### src/sv/mwc32_pkg.sv
// shared types and constants for the multiply-with-carry generator
`timescale 1ns / 1ps

package mwc32_pkg;

	// stream field widths
	localparam int OP_W    = 2;
	localparam int VAL_W   = 64;
	localparam int HALF_W  = 32;
	localparam int IN_W    = ((OP_W + VAL_W + 7) / 8) * 8;

	// generator and seeding constants
	localparam logic [HALF_W-1:0] MWC_MUL = 32'd4294095429;
	localparam logic [HALF_W-1:0] SEED_K1 = 32'd4110542893;
	localparam logic [HALF_W-1:0] SEED_K2 = 32'd3667735229;
	localparam logic [HALF_W-1:0] SEED_K3 = 32'd4068774709;
	localparam logic [HALF_W-1:0] SEED_K4 = 32'd3322924477;

	localparam int WARMUP_ROUNDS    = 13;
	localparam int RESEED_WORDS     = 10;
	localparam int RESEED_MAX_ITERS = 32;
	localparam int WORD_LO_IDX      = 7;
	localparam int WORD_HI_IDX      = 9;

	localparam int KEPT_W = $clog2(RESEED_WORDS + 1);
	localparam int ITER_W = $clog2(RESEED_MAX_ITERS + 1);
	localparam int WARM_W = (WARMUP_ROUNDS > 0) ? $clog2(WARMUP_ROUNDS + 1) : 1;

	// operation codes
	localparam logic [OP_W-1:0] OP_DRAW   = 2'd0;
	localparam logic [OP_W-1:0] OP_RESEED = 2'd1;
	localparam logic [OP_W-1:0] OP_LOAD   = 2'd2;

	// controller states
	typedef enum logic [2:0] {
		ST_IDLE,
		ST_EXEC,
		ST_RS_SUM,
		ST_RS_LO,
		ST_RS_HI,
		ST_RS_CHK,
		ST_RS_FORM,
		ST_WARM
	} state_t;

	// controller to datapath commands
	typedef struct packed {
		logic take;
		logic rs_start;
		logic init;
		logic sum_en;
		logic mul_lo_en;
		logic mul_hi_en;
		logic cap_lo;
		logic cap_hi;
		logic form;
		logic warm_step;
		logic deliver;
	} dp_cmd_t;

	// datapath to controller status
	typedef struct packed {
		logic in_reseed;
		logic x_nz;
		logic out_free;
	} dp_sts_t;

endpackage

### src/sv/mwc32_datapath.sv
// datapath: state, seed, lcg and mwc arithmetic, output register
`timescale 1ns / 1ps

module mwc32_datapath (
	input  logic                     clk,
	input  logic                     arst_n,
	input  mwc32_pkg::dp_cmd_t       cmd,
	output mwc32_pkg::dp_sts_t       sts,
	input  logic [mwc32_pkg::IN_W-1:0]  s_tdata,
	input  logic                     cfg_valid,
	input  logic [mwc32_pkg::VAL_W-1:0] cfg_data,
	output logic                     m_tvalid,
	input  logic                     m_tready,
	output logic [mwc32_pkg::VAL_W-1:0] m_tdata
);
	import mwc32_pkg::*;

	logic [VAL_W-1:0]  state_q;
	logic [VAL_W-1:0]  seed_q;
	logic [OP_W-1:0]   op_q;
	logic [VAL_W-1:0]  load_q;
	logic [VAL_W-1:0]  sum_q;
	logic [VAL_W-1:0]  acc_q;
	logic [VAL_W-1:0]  x_q;
	logic [29:0]       word_lo_q;
	logic [30:0]       word_hi_q;
	logic [VAL_W-1:0]  out_q;
	logic              out_valid_q;
	logic [HALF_W-1:0] mul_a;
	logic [HALF_W-1:0] mul_b;
	logic [HALF_W-1:0] kmul;
	logic [HALF_W-1:0] kadd;
	logic [VAL_W-1:0]  prod;
	logic [VAL_W-1:0]  mwc_next;
	logic [VAL_W-1:0]  result;
	logic [OP_W-1:0]   in_op;

	assign in_op = s_tdata[OP_W-1:0];

	// lcg constants: first step uses its own pair
	assign kmul = cmd.init ? SEED_K2 : SEED_K3;
	assign kadd = cmd.init ? SEED_K3 : SEED_K4;

	// shared 32x32 multiplier
	always_comb begin
		if (cmd.mul_lo_en) begin
			mul_a = sum_q[HALF_W-1:0];
			mul_b = kmul;
		end else if (cmd.mul_hi_en) begin
			mul_a = sum_q[VAL_W-1:HALF_W];
			mul_b = kmul;
		end else begin
			mul_a = state_q[HALF_W-1:0];
			mul_b = MWC_MUL;
		end
	end

	assign prod     = {{HALF_W{1'b0}}, mul_a} * {{HALF_W{1'b0}}, mul_b};
	assign mwc_next = prod + {{HALF_W{1'b0}}, state_q[VAL_W-1:HALF_W]};

	// value committed by the current request
	always_comb begin
		case (op_q)
			OP_DRAW: result = mwc_next;
			OP_LOAD: result = load_q;
			default: result = state_q;
		endcase
	end

	// seed register, always writable
	always_ff @(posedge clk or negedge arst_n) begin
		if (!arst_n) begin
			seed_q <= '0;
		end else if (cfg_valid) begin
			seed_q <= cfg_data;
		end
	end

	// generator state
	always_ff @(posedge clk or negedge arst_n) begin
		if (!arst_n) begin
			state_q <= '0;
		end else if (cmd.form) begin
			state_q <= {1'b0, word_hi_q, 2'b00, word_lo_q};
		end else if (cmd.warm_step) begin
			state_q <= mwc_next;
		end else if (cmd.deliver) begin
			state_q <= result;
		end
	end

	// request capture and reseed arithmetic
	always_ff @(posedge clk) begin
		if (cmd.take) begin
			op_q   <= in_op;
			load_q <= s_tdata[OP_W+VAL_W-1:OP_W];
		end
		if (cmd.rs_start) begin
			word_lo_q <= '0;
			word_hi_q <= '0;
		end
		if (cmd.sum_en) begin
			sum_q <= seed_q + (cmd.init ? {{HALF_W{1'b0}}, SEED_K1} : x_q);
		end
		if (cmd.mul_lo_en) begin
			acc_q <= prod + {{HALF_W{1'b0}}, kadd};
		end
		if (cmd.mul_hi_en) begin
			x_q <= acc_q + {prod[HALF_W-1:0], {HALF_W{1'b0}}};
		end
		if (cmd.cap_lo) begin
			word_lo_q <= x_q[29:0];
		end
		if (cmd.cap_hi) begin
			word_hi_q <= x_q[30:0];
		end
		if (cmd.deliver) begin
			out_q <= result;
		end
	end

	// output valid
	always_ff @(posedge clk or negedge arst_n) begin
		if (!arst_n) begin
			out_valid_q <= 1'b0;
		end else if (cmd.deliver) begin
			out_valid_q <= 1'b1;
		end else if (m_tready) begin
			out_valid_q <= 1'b0;
		end
	end

	assign sts.in_reseed = (in_op == OP_RESEED);
	assign sts.x_nz      = (x_q[29:0] != '0);
	assign sts.out_free  = !out_valid_q || m_tready;

	assign m_tvalid = out_valid_q;
	assign m_tdata  = out_q;

endmodule

### src/sv/mwc32_ctrl.sv
// controller: request sequencing, reseed word search and warm-up counters
`timescale 1ns / 1ps

module mwc32_ctrl (
	input  logic                clk,
	input  logic                arst_n,
	input  logic                s_tvalid,
	output logic                s_tready,
	input  mwc32_pkg::dp_sts_t  sts,
	output mwc32_pkg::dp_cmd_t  cmd
);
	import mwc32_pkg::*;

	state_t            state_q;
	state_t            state_nx;
	logic              init_q;
	logic [KEPT_W-1:0] kept_q;
	logic [KEPT_W-1:0] kept_nx;
	logic [ITER_W-1:0] iter_q;
	logic [WARM_W-1:0] warm_q;
	logic              take;
	logic              warm_done;

	assign take      = s_tvalid && (state_q == ST_IDLE);
	assign kept_nx   = kept_q + {{(KEPT_W-1){1'b0}}, sts.x_nz};
	assign warm_done = (warm_q == WARM_W'(WARMUP_ROUNDS));

	// next state
	always_comb begin
		state_nx = state_q;
		case (state_q)
			ST_IDLE: begin
				if (take) begin
					state_nx = sts.in_reseed ? ST_RS_SUM : ST_EXEC;
				end
			end
			ST_EXEC: begin
				if (sts.out_free) begin
					state_nx = ST_IDLE;
				end
			end
			ST_RS_SUM:  state_nx = ST_RS_LO;
			ST_RS_LO:   state_nx = ST_RS_HI;
			ST_RS_HI:   state_nx = init_q ? ST_RS_SUM : ST_RS_CHK;
			ST_RS_CHK: begin
				if (kept_nx < KEPT_W'(RESEED_WORDS) && iter_q < ITER_W'(RESEED_MAX_ITERS)) begin
					state_nx = ST_RS_SUM;
				end else begin
					state_nx = ST_RS_FORM;
				end
			end
			ST_RS_FORM: state_nx = ST_WARM;
			ST_WARM: begin
				if (warm_done) begin
					state_nx = ST_EXEC;
				end
			end
			default:    state_nx = ST_IDLE;
		endcase
	end

	// command decode
	always_comb begin
		cmd           = '0;
		cmd.take      = take;
		cmd.rs_start  = take && sts.in_reseed;
		cmd.init      = init_q;
		cmd.sum_en    = (state_q == ST_RS_SUM);
		cmd.mul_lo_en = (state_q == ST_RS_LO);
		cmd.mul_hi_en = (state_q == ST_RS_HI);
		cmd.cap_lo    = (state_q == ST_RS_CHK) && sts.x_nz && (kept_q == KEPT_W'(WORD_LO_IDX));
		cmd.cap_hi    = (state_q == ST_RS_CHK) && sts.x_nz && (kept_q == KEPT_W'(WORD_HI_IDX));
		cmd.form      = (state_q == ST_RS_FORM);
		cmd.warm_step = (state_q == ST_WARM) && !warm_done;
		cmd.deliver   = (state_q == ST_EXEC) && sts.out_free;
	end

	assign s_tready = (state_q == ST_IDLE);

	// state register and counters
	always_ff @(posedge clk or negedge arst_n) begin
		if (!arst_n) begin
			state_q <= ST_IDLE;
			init_q  <= 1'b0;
			kept_q  <= '0;
			iter_q  <= '0;
			warm_q  <= '0;
		end else begin
			state_q <= state_nx;
			if (cmd.rs_start) begin
				init_q <= 1'b1;
				kept_q <= '0;
				iter_q <= '0;
			end
			if (state_q == ST_RS_HI) begin
				init_q <= 1'b0;
				if (!init_q) begin
					iter_q <= iter_q + ITER_W'(1);
				end
			end
			if (state_q == ST_RS_CHK) begin
				kept_q <= kept_nx;
			end
			if (cmd.form) begin
				warm_q <= '0;
			end else if (cmd.warm_step) begin
				warm_q <= warm_q + WARM_W'(1);
			end
		end
	end

endmodule

### src/sv/mwc32_generator_with_seeding.sv
// top level of the seeded multiply-with-carry generator
//
// Channels: the slave stream carries one request per beat, s_tdata holding
// the op code in bits 1:0 and a 64-bit load value in bits 65:2. The master
// stream returns one 64-bit state word per request. cfg_valid/cfg_data
// write the 64-bit seed register, always ready; write it only while idle.
// Op 0 steps the generator, op 1 reseeds from the seed register, op 2
// loads the state, op 3 just reports the current state.
// Sequence: a draw, load or report is captured, then its result is
// registered in the output register, a draw through the shared 32x32
// multiplier. A reseed captures the request, runs the first lcg step,
// then 10 to 32 lcg iterations (sum, low and high partial products, word
// check), forms the state, runs the warm-up steps and delivers.
// One request is in flight at a time; the next is taken once the result
// sits in the output register, even while the receiver has not taken it.
// Reset clears the state and seed to zero; draw only after a reseed or
// load. If the receiver stalls, the result holds and the next request
// waits in its final cycle until the output register frees up.
`timescale 1ns / 1ps

module mwc32_generator_with_seeding (
	input  logic        clk,
	input  logic        arst_n,
	input  logic        s_tvalid,
	output logic        s_tready,
	input  logic [71:0] s_tdata,   // op [1:0], load_value [65:2], zero pad
	output logic        m_tvalid,
	input  logic        m_tready,
	output logic [63:0] m_tdata,   // value [63:0]
	input  logic        cfg_valid,
	output logic        cfg_ready,
	input  logic [63:0] cfg_data   // seed_value [63:0]
);
	import mwc32_pkg::*;

	dp_cmd_t cmd;
	dp_sts_t sts;

	assign cfg_ready = 1'b1;

	// sequencing
	mwc32_ctrl u_ctrl (
		.clk      (clk),
		.arst_n   (arst_n),
		.s_tvalid (s_tvalid),
		.s_tready (s_tready),
		.sts      (sts),
		.cmd      (cmd)
	);

	// arithmetic and storage
	mwc32_datapath u_dp (
		.clk       (clk),
		.arst_n    (arst_n),
		.cmd       (cmd),
		.sts       (sts),
		.s_tdata   (s_tdata),
		.cfg_valid (cfg_valid),
		.cfg_data  (cfg_data),
		.m_tvalid  (m_tvalid),
		.m_tready  (m_tready),
		.m_tdata   (m_tdata)
	);

endmodule

### config.mk
export PLATFORM = sky130hd
export DESIGN_NAME = mwc32_generator_with_seeding
export DESIGN_NICKNAME = d
export VERILOG_FILES = /design/src/sv/mwc32_pkg.sv /design/src/sv/mwc32_datapath.sv /design/src/sv/mwc32_ctrl.sv /design/src/sv/mwc32_generator_with_seeding.sv
export SDC_FILE = /design/constraint.sdc
export NUM_CORES = 2
export LEC_CHECK = 0
export BUFFER_PORTS_ARGS = -buffer_cell sky130_fd_sc_hd__buf_2
export CORE_UTILIZATION = 65
export DETAILED_ROUTE_END_ITERATION = 6
export HOLD_SLACK_MARGIN = 0.05
export PLACE_DENSITY = 0.83
export SYNTH_ARGS = -nofsm -noshare
export SYNTH_HDL_FRONTEND = slang
export SYNTH_SLANG_ARGS = --single-unit
export TNS_END_PERCENT = 50
### constraint.sdc
create_clock -name clk -period 19.55 [get_ports clk]
set_input_delay 1.955 -clock clk [delete_from_list [all_inputs] [get_ports clk]]
set_output_delay 1.955 -clock clk [all_outputs]
set_load 0.02 [all_outputs]
After elaboration in Yosys (flattened, before gate mapping)
Cells that the tools add are included.
{"block": "totals", "reg_bits": 530, "latch_bits": 0, "ram_bits": 0, "rom_bits": 0, "input_bits": 141, "output_inout_bits": 67, "elab_cells": 96, "n_memories": 0}
{"block": "classes", "add_sub_neg": 7, "n_mul": 1, "div": 0, "magnitude_cmp": 2, "n_eq_ne": 15, "n_shift": 0, "mux": 33, "bitwise": 0, "reduce_logical": 22}
{"operator": "64-bit two-way mux", "n": 4}
{"operator": "64-bit by 32-bit adder with 64-bit output", "n": 2}
{"operator": "64-bit adder", "n": 2}
{"operator": "32-bit two-way mux", "n": 4}
{"operator": "64-bit case mux with 2 select lines", "n": 1}
{"operator": "30-bit two-way mux", "n": 4}
{"operator": "32-bit by 32-bit multiplier with 64-bit output", "n": 1}
{"operator": "31-bit two-way mux", "n": 2}
{"operator": "30-bit nonzero test", "n": 1}
{"operator": "3-bit case mux with 8 select lines", "n": 1}
{"operator": "6-bit two-way mux", "n": 3}
{"operator": "4-bit two-way mux", "n": 4}
{"operator": "3-bit two-way mux", "n": 5}
{"operator": "3-bit == test, second input constant", "n": 4}
{"operator": "2-bit nonzero test", "n": 6}
{"operator": "4-bit == test, second input constant", "n": 2}
{"operator": "1-bit logical AND", "n": 8}
{"operator": "6-bit by 1-bit adder with 6-bit output, second input constant", "n": 1}
{"operator": "3-bit by 2-bit == test with 1-bit output, second input constant", "n": 2}
{"operator": "6-bit < comparator, second input constant", "n": 1}
{"operator": "2-bit by 1-bit inequality test with 1-bit output, second input constant", "n": 3}
{"operator": "4-bit by 1-bit adder with 4-bit output", "n": 1}
{"operator": "4-bit by 1-bit adder with 4-bit output, second input constant", "n": 1}
{"operator": "4-bit by 3-bit == test with 1-bit output, second input constant", "n": 1}
{"operator": "12 further kinds", "n": 16}

Longest topological paths before layout
{"block": "logic_depth", "ltp_word": 9, "ltp_mapped": 54, "mapped_depth_nobuf": 50}

Modules after synthesis
A second synthesis with hierarchy kept.
{"block": "unflattened", "hier_cells": 5704, "hier_area_um2": 58130.8}
{"mod": "mwc32_datapath", "instances": 1, "cells_each": 5582, "area_per_inst_um2": 57018.4, "seq_area_each_um2": 14729.1}
{"mod": "mwc32_ctrl", "instances": 1, "cells_each": 120, "area_per_inst_um2": 1101.1, "seq_area_each_um2": 450.4}
{"mod": "mwc32_generator_with_seeding", "instances": 1, "cells_each": 2, "area_per_inst_um2": 11.3, "seq_area_each_um2": 0.0}

Least setup slack after synthesis
OpenSTA, ideal clock, no wires.
{"block": "synth_path", "path_type": "register to register", "start": "reg u_ctrl.state_q[2]", "end": "reg u_dp.state_q[58]", "setup_ns": 0.230, "t_arrival_ns": 13.514, "required_ns": 19.320, "setup_slack_ns": 5.806, "stages_incl_launch_ff": 48, "n_path_buf": 7, "period_less_slack_ns": 13.744, "cell_sequence": "dfrtp_1 > clkbuf_1 > nor2b_1 > and2_1 > clkbuf_1 > clkbuf_1 > buf_1 > a21oi_1 > inv_1 > nand2_1 > nor2_1 > fa_1 > fa_1 > fa_1 > inv_1 > fa_1 > inv_1 > fa_1 > (+12 left out) > o21ai_0 > o31a_1 > ha_1 > a21o_1 > a21o_1 > a21oi_1 > nor2b_1 > o21ai_0 > nand2_1 > a21oi_1 > or3_1 > clkbuf_1 > or4_4 > buf_6 > nor4_4 > xor2_1 > a221oi_1 > a31oi_1"}
{"block": "synth_via", "elab_chain_cells": 9, "elab_cells_between_ends": 18, "cone_classes": "add/sub (1); mul (1); eq/ne (5); mux (8); reduce/logical (3)"}
{"element": "start, declared", "line_no": "mwc32_ctrl.sv:14", "text": "state_t state_q;"}
{"element": "start signal, assigned", "line_no": "mwc32_ctrl.sv:89", "text": "state_q <= state_nx;"}
{"element": "3-bit == test", "line_no": "mwc32_ctrl.sv:70", "text": "cmd.mul_hi_en = (state_q == ST_RS_HI);"}
{"element": "32-bit two-way mux", "line_no": "mwc32_datapath.sv:49", "text": "end else if (cmd.mul_hi_en) begin"}
{"element": "32-bit two-way mux", "line_no": "mwc32_datapath.sv:46", "text": "if (cmd.mul_lo_en) begin"}
{"element": "32-bit by 32-bit multiplier with 64-bit output", "line_no": "mwc32_datapath.sv:58", "text": "assign prod = {{HALF_W{1'b0}}, mul_a} * {{HALF_W{1'b0}}, mul_b};"}
{"element": "64-bit by 32-bit adder with 64-bit output", "line_no": "mwc32_datapath.sv:59", "text": "assign mwc_next = prod + {{HALF_W{1'b0}}, state_q[VAL_W-1:HALF_W]};"}
{"element": "64-bit case mux with 2 select lines", "line_no": "mwc32_datapath.sv:63", "text": "case (op_q)"}
{"element": "64-bit two-way mux", "line_no": "mwc32_datapath.sv:87", "text": "end else if (cmd.deliver) begin"}
{"element": "64-bit two-way mux", "line_no": "mwc32_datapath.sv:85", "text": "end else if (cmd.warm_step) begin"}
{"element": "64-bit two-way mux", "line_no": "mwc32_datapath.sv:83", "text": "end else if (cmd.form) begin"}
{"element": "end signal, assigned", "line_no": "mwc32_datapath.sv:84", "text": "state_q <= {1'b0, word_hi_q, 2'b00, word_lo_q};"}
{"element": "end signal, assigned", "line_no": "mwc32_datapath.sv:86", "text": "state_q <= mwc_next;"}
{"element": "end signal, assigned", "line_no": "mwc32_datapath.sv:88", "text": "state_q <= result;"}
{"element": "end, declared", "line_no": "mwc32_datapath.sv:18", "text": "logic [VAL_W-1:0] state_q;"}
Several ways; a longest one is shown, not always the timed one. The select of a mux whose other input is x is not followed.
A chain may end at the register's enable or synchronous reset.

Worst setup path after layout
{"block": "layout_path", "start": "reg u_ctrl.state_q[0]", "end": "reg u_dp.out_q[63] (netlist: u_dp.m_tdata[63]), data pin"}
{"block": "layout_via", "elab_chain_cells": 6, "elab_cells_between_ends": 9, "cone_classes": "add/sub (1); mul (1); eq/ne (2); mux (5)"}
{"element": "3-bit == test", "line_no": "mwc32_ctrl.sv:70"}
{"element": "32-bit two-way mux", "line_no": "mwc32_datapath.sv:49"}
{"element": "32-bit two-way mux", "line_no": "mwc32_datapath.sv:46"}
{"element": "32-bit by 32-bit multiplier with 64-bit output (*)", "line_no": "mwc32_datapath.sv:58"}
{"element": "64-bit by 32-bit adder with 64-bit output (*)", "line_no": "mwc32_datapath.sv:59"}
{"element": "64-bit case mux with 2 select lines (*)", "line_no": "mwc32_datapath.sv:63"}
{"element": "via u_dp.result[63]", "line_no": "mwc32_datapath.sv:35", "text": "logic [VAL_W-1:0] result;"}
{"element": "end signal, assigned", "line_no": "mwc32_datapath.sv:118", "text": "out_q <= result;"}
{"element": "end, declared", "line_no": "mwc32_datapath.sv:27", "text": "logic [VAL_W-1:0] out_q;"}
The timed path passes the listed nets; every way through them passes the cells marked *.

==> summary.md <==
| Metric | Value |
|---|---|
| Slew Limit Headroom | 10.9% |
| Die H | a little under 300 um |
| Layout cells sized above 1 | 8.81% |
| Overflow after GRT | 0 |
| FF+latch count, synth | 530 |
| Clock latency on the worst-skew pair | just over 600 ps |
| Rows | 108 |
| Min-Delay Path Class | register to register |
| Worst-path fanout max | 48 |
| First-pass GRT wire length | 290 mm |
| GRT Util Overall | around 45% |
| Num CTS Buffers | 50 |
| Period minus WS final | 14,960 ps |
| Startpoint type of the worst setup path | register |
| Clock Tree Buf Depth | 3 |
| Vias in the first global route | around 45,000 |
| Count leader, synth | inv_1 |
| Setup crit end kind | register |
| Status | complete, no violations |
| Most frequent cells after synthesis | 936 x inv_1, 719 x fa_1, 558 x ha_1 |
| Max frequency | about 0.067 GHz |
| Htree depth | 2 |
| Placed cells | slightly below 7,000 |
| Vias/cell | about 6.5 |
| Post-synth EDFFs | roughly 380 |
| Initial antenna violation count | 18 |
| # setup viols final | 0 |
| DP HPWL | between 150 and 200 mm |
| Critical Path AT | roughly 15,000 ps |
| Chip Width | 298 um |
| Ys Warns | 0 |
| Most used cell, CP | fa_1 |
| Final Skew | 25.7 ps |
| Syn Std Cell Area | 57,100 um2 |
| Avg Cell Area, Syn | about 10 um2 |
| Clk root buf | clkbuf_16 |
| Fin area | approximately 60,000 um2 |
| Post-Route WL | between 150 and 200 mm |
| Top-area cell type share of the netlist area | 25.2% |
| Ports | 208 |
| Slew @ Worst Pin | approximately 1300 ps |
| Post-route DRC | 0 |
| Fill cells | about 6,400 |
| Layout Nets | between 7,000 and 8,000 |
| Crit path max-delay cell type | a221oi_1 |
| Sequential share of the synthesized area | a little over a quarter |
| Gpl congestion | 1.08 |
| Cell variety after synth | 104 |
| Clk pin slew, worst setup/hold paths | 70 ps |
| Fin Setup TNS | 0 ps |
| Total of max-cap violations | 0 |
| Placed cell areas | roughly 59,000 um2 |
| Final Max Slew Viols | 0 |
| Die ar. | slightly below 90,000 um2 |
| RSZ-0062 raised after global routing | false |
| DR vias | 45,600 |
| Post-cts sizing count | 0 |
| Initial drt markers | around 6,300 |
| Critical path's largest stage delay | between 800 and 900 ps |
| WL per Instance | approximately 28 um |
| Starting density of the core | between 60% and 70% |
| 1st-pass router iterations | 6 |
| Required time worst endpoint | 19,960 ps |
| CTS tree | done |
| Core box area | approximately 87,000 um2 |
| Number of port buffers | 200 |
| Cell accounting for the most synthesized area | fa_1 |
| # hold bufs at CTS | 0 |
| Final core utilization | between 70% and 80% |
| Pin count of the biggest net entering global routing | 81 |
| Asr flop ratio synth | between 20 and 30% |
| Ys flop type | edfxtp_1 |
| Synthesized instance count | between 5,000 and 6,000 |
| Post-synthesis net count | 7,067 |
| Crit path kind | register to register |
| Ranking of synthesized cells by area | fa_1 25%, edfxtp_1 20%, ha_1 12% |
| Antenna Nets Post-Route | 0 |
| Period utilization | between 70% and 80% |
| Finished Layout Cells | 7,007 |
| Layout area overhead | 7.14% |
| Final Hold Vio Count | 0 |
| Setup bufs post-CTS | 0 |
| Clock Sinks | 530 |
## registers in the layout (all words and copies together) (netlist names)
name and count:
u_dp.m_tvalid 1, u_ctrl.kept_q 4, u_dp.word_hi_q 31, u_dp.m_tdata 64
u_dp.state_q 64, u_dp.load_q 64, u_ctrl.warm_q 4, u_ctrl.iter_q 6
u_dp.sum_q 64, u_dp.acc_q 64, u_dp.word_lo_q 30, u_ctrl.init_q 1
u_dp.op_q 2, u_dp.seed_q 64, u_ctrl.state_q 3, u_dp.x_q 64
## through the flow
stage	setup slack, ps	hold WS, ps
after CTS	5020	404
after global routing	4150	423
after global placement	5460	401
after detailed placement	5080	405
final	4590	407
after floorplan	5810	400
## final cells by class
class	count	area, um2	share of cell area (%)
Sequential cell	530	15200	24.8
Clock inverter	25	235	0.384
Tap cell	1155	1450	2.36
Antenna cell	19	47.5	0.0777
Multi-Input combinational cell	4003	37800	61.7
Inverter	941	3540	5.78
Clock buffer	69	1480	2.41
Timing Repair Buffer	265	1500	2.44
## cell families after synthesis
kind of cell	Yosys count	synth area share, %
muxes	98	1.86
AOI/OAI and AO/OA	999	11.0
buffers and inverters	1116	7.42
and+or+nand+nor	1345	11.3
other	1	0.00656
DFF	530	26.6
xor gates and xnor gates	281	4.35
adders and majority gates	1279	37.5
## per-layer routing
| layer | GRT usage (%) | up-vias | wire length (um) |
|---|---|---|---|
| li1 | - | 19100 | - |
| met1 | 60.2 | 22300 | 71500 |
| met2 | 64.2 | 3412 | 82700 |
| met3 | 11.9 | 770 | 26900 |
| met4 | 28.4 | 8 | 15500 |
| met5 | 0 | - | 53 |
## cell usage in the layout (no fill, tap or decap), types with 24 or more instances in the layout
cell type | netlist | final
nor2_1 | 372 | 367
mux2i_1 | 31 | 31
nor2b_1 | 81 | 81
a31oi_1 | 27 | 27
clkbuf_16 | 0 | 54
buf_4 | 6 | 65
o21ai_0 | 211 | 211
mux2_2 | 67 | 67
nand4_1 | 50 | 50
nor3_1 | 77 | 76
o21bai_1 | 24 | 24
o211ai_1 | 29 | 29
and3_1 | 28 | 28
a22oi_1 | 28 | 28
nand3_1 | 61 | 61
nand2_1 | 393 | 392
edfxtp_1 | 383 | 383
a211oi_1 | 25 | 25
and2_1 | 106 | 104
nand2b_1 | 38 | 37
a21oi_1 | 351 | 346
a21o_1 | 119 | 119
inv_1 | 936 | 934
or2_2 | 39 | 39
dfrtp_1 | 147 | 146
ha_1 | 558 | 558
xnor2_1 | 193 | 193
xor2_1 | 86 | 86
buf_2 | 10 | 199
fa_1 | 719 | 719
o21a_1 | 42 | 42
## critical path, delay by kind of cell (launching register included)
kind | cells | cell delay [ps]
flops | 1 | 820
compound gates | 10 | 3920
simple gates | 12 | 3270
buf+inv | 9 | 1990
fa+ha+maj | 10 | 4470
xor+xnor | 1 | 210
## final timing paths
kind	endpoint	cells past startpoint	slack (ps)	start
worst min register to register	u_dp.x_q[28]	0	410	u_dp.acc_q[28]
min in group asynchronous	u_dp.seed_q[59]	1	1480	arst_n
worst max-delay path	u_dp.m_tdata[63]	42	4590	u_ctrl.state_q[0]
worst min-delay path	u_dp.x_q[28]	0	410	u_dp.acc_q[28]
max in group asynchronous	u_ctrl.init_q	2	16490	arst_n
worst max register to register	u_dp.m_tdata[63]	42	4590	u_ctrl.state_q[0]
Power is left out: the tool's default activity adds up to more than one toggle a clock period on the data nets, which glitch-free logic cannot reach.
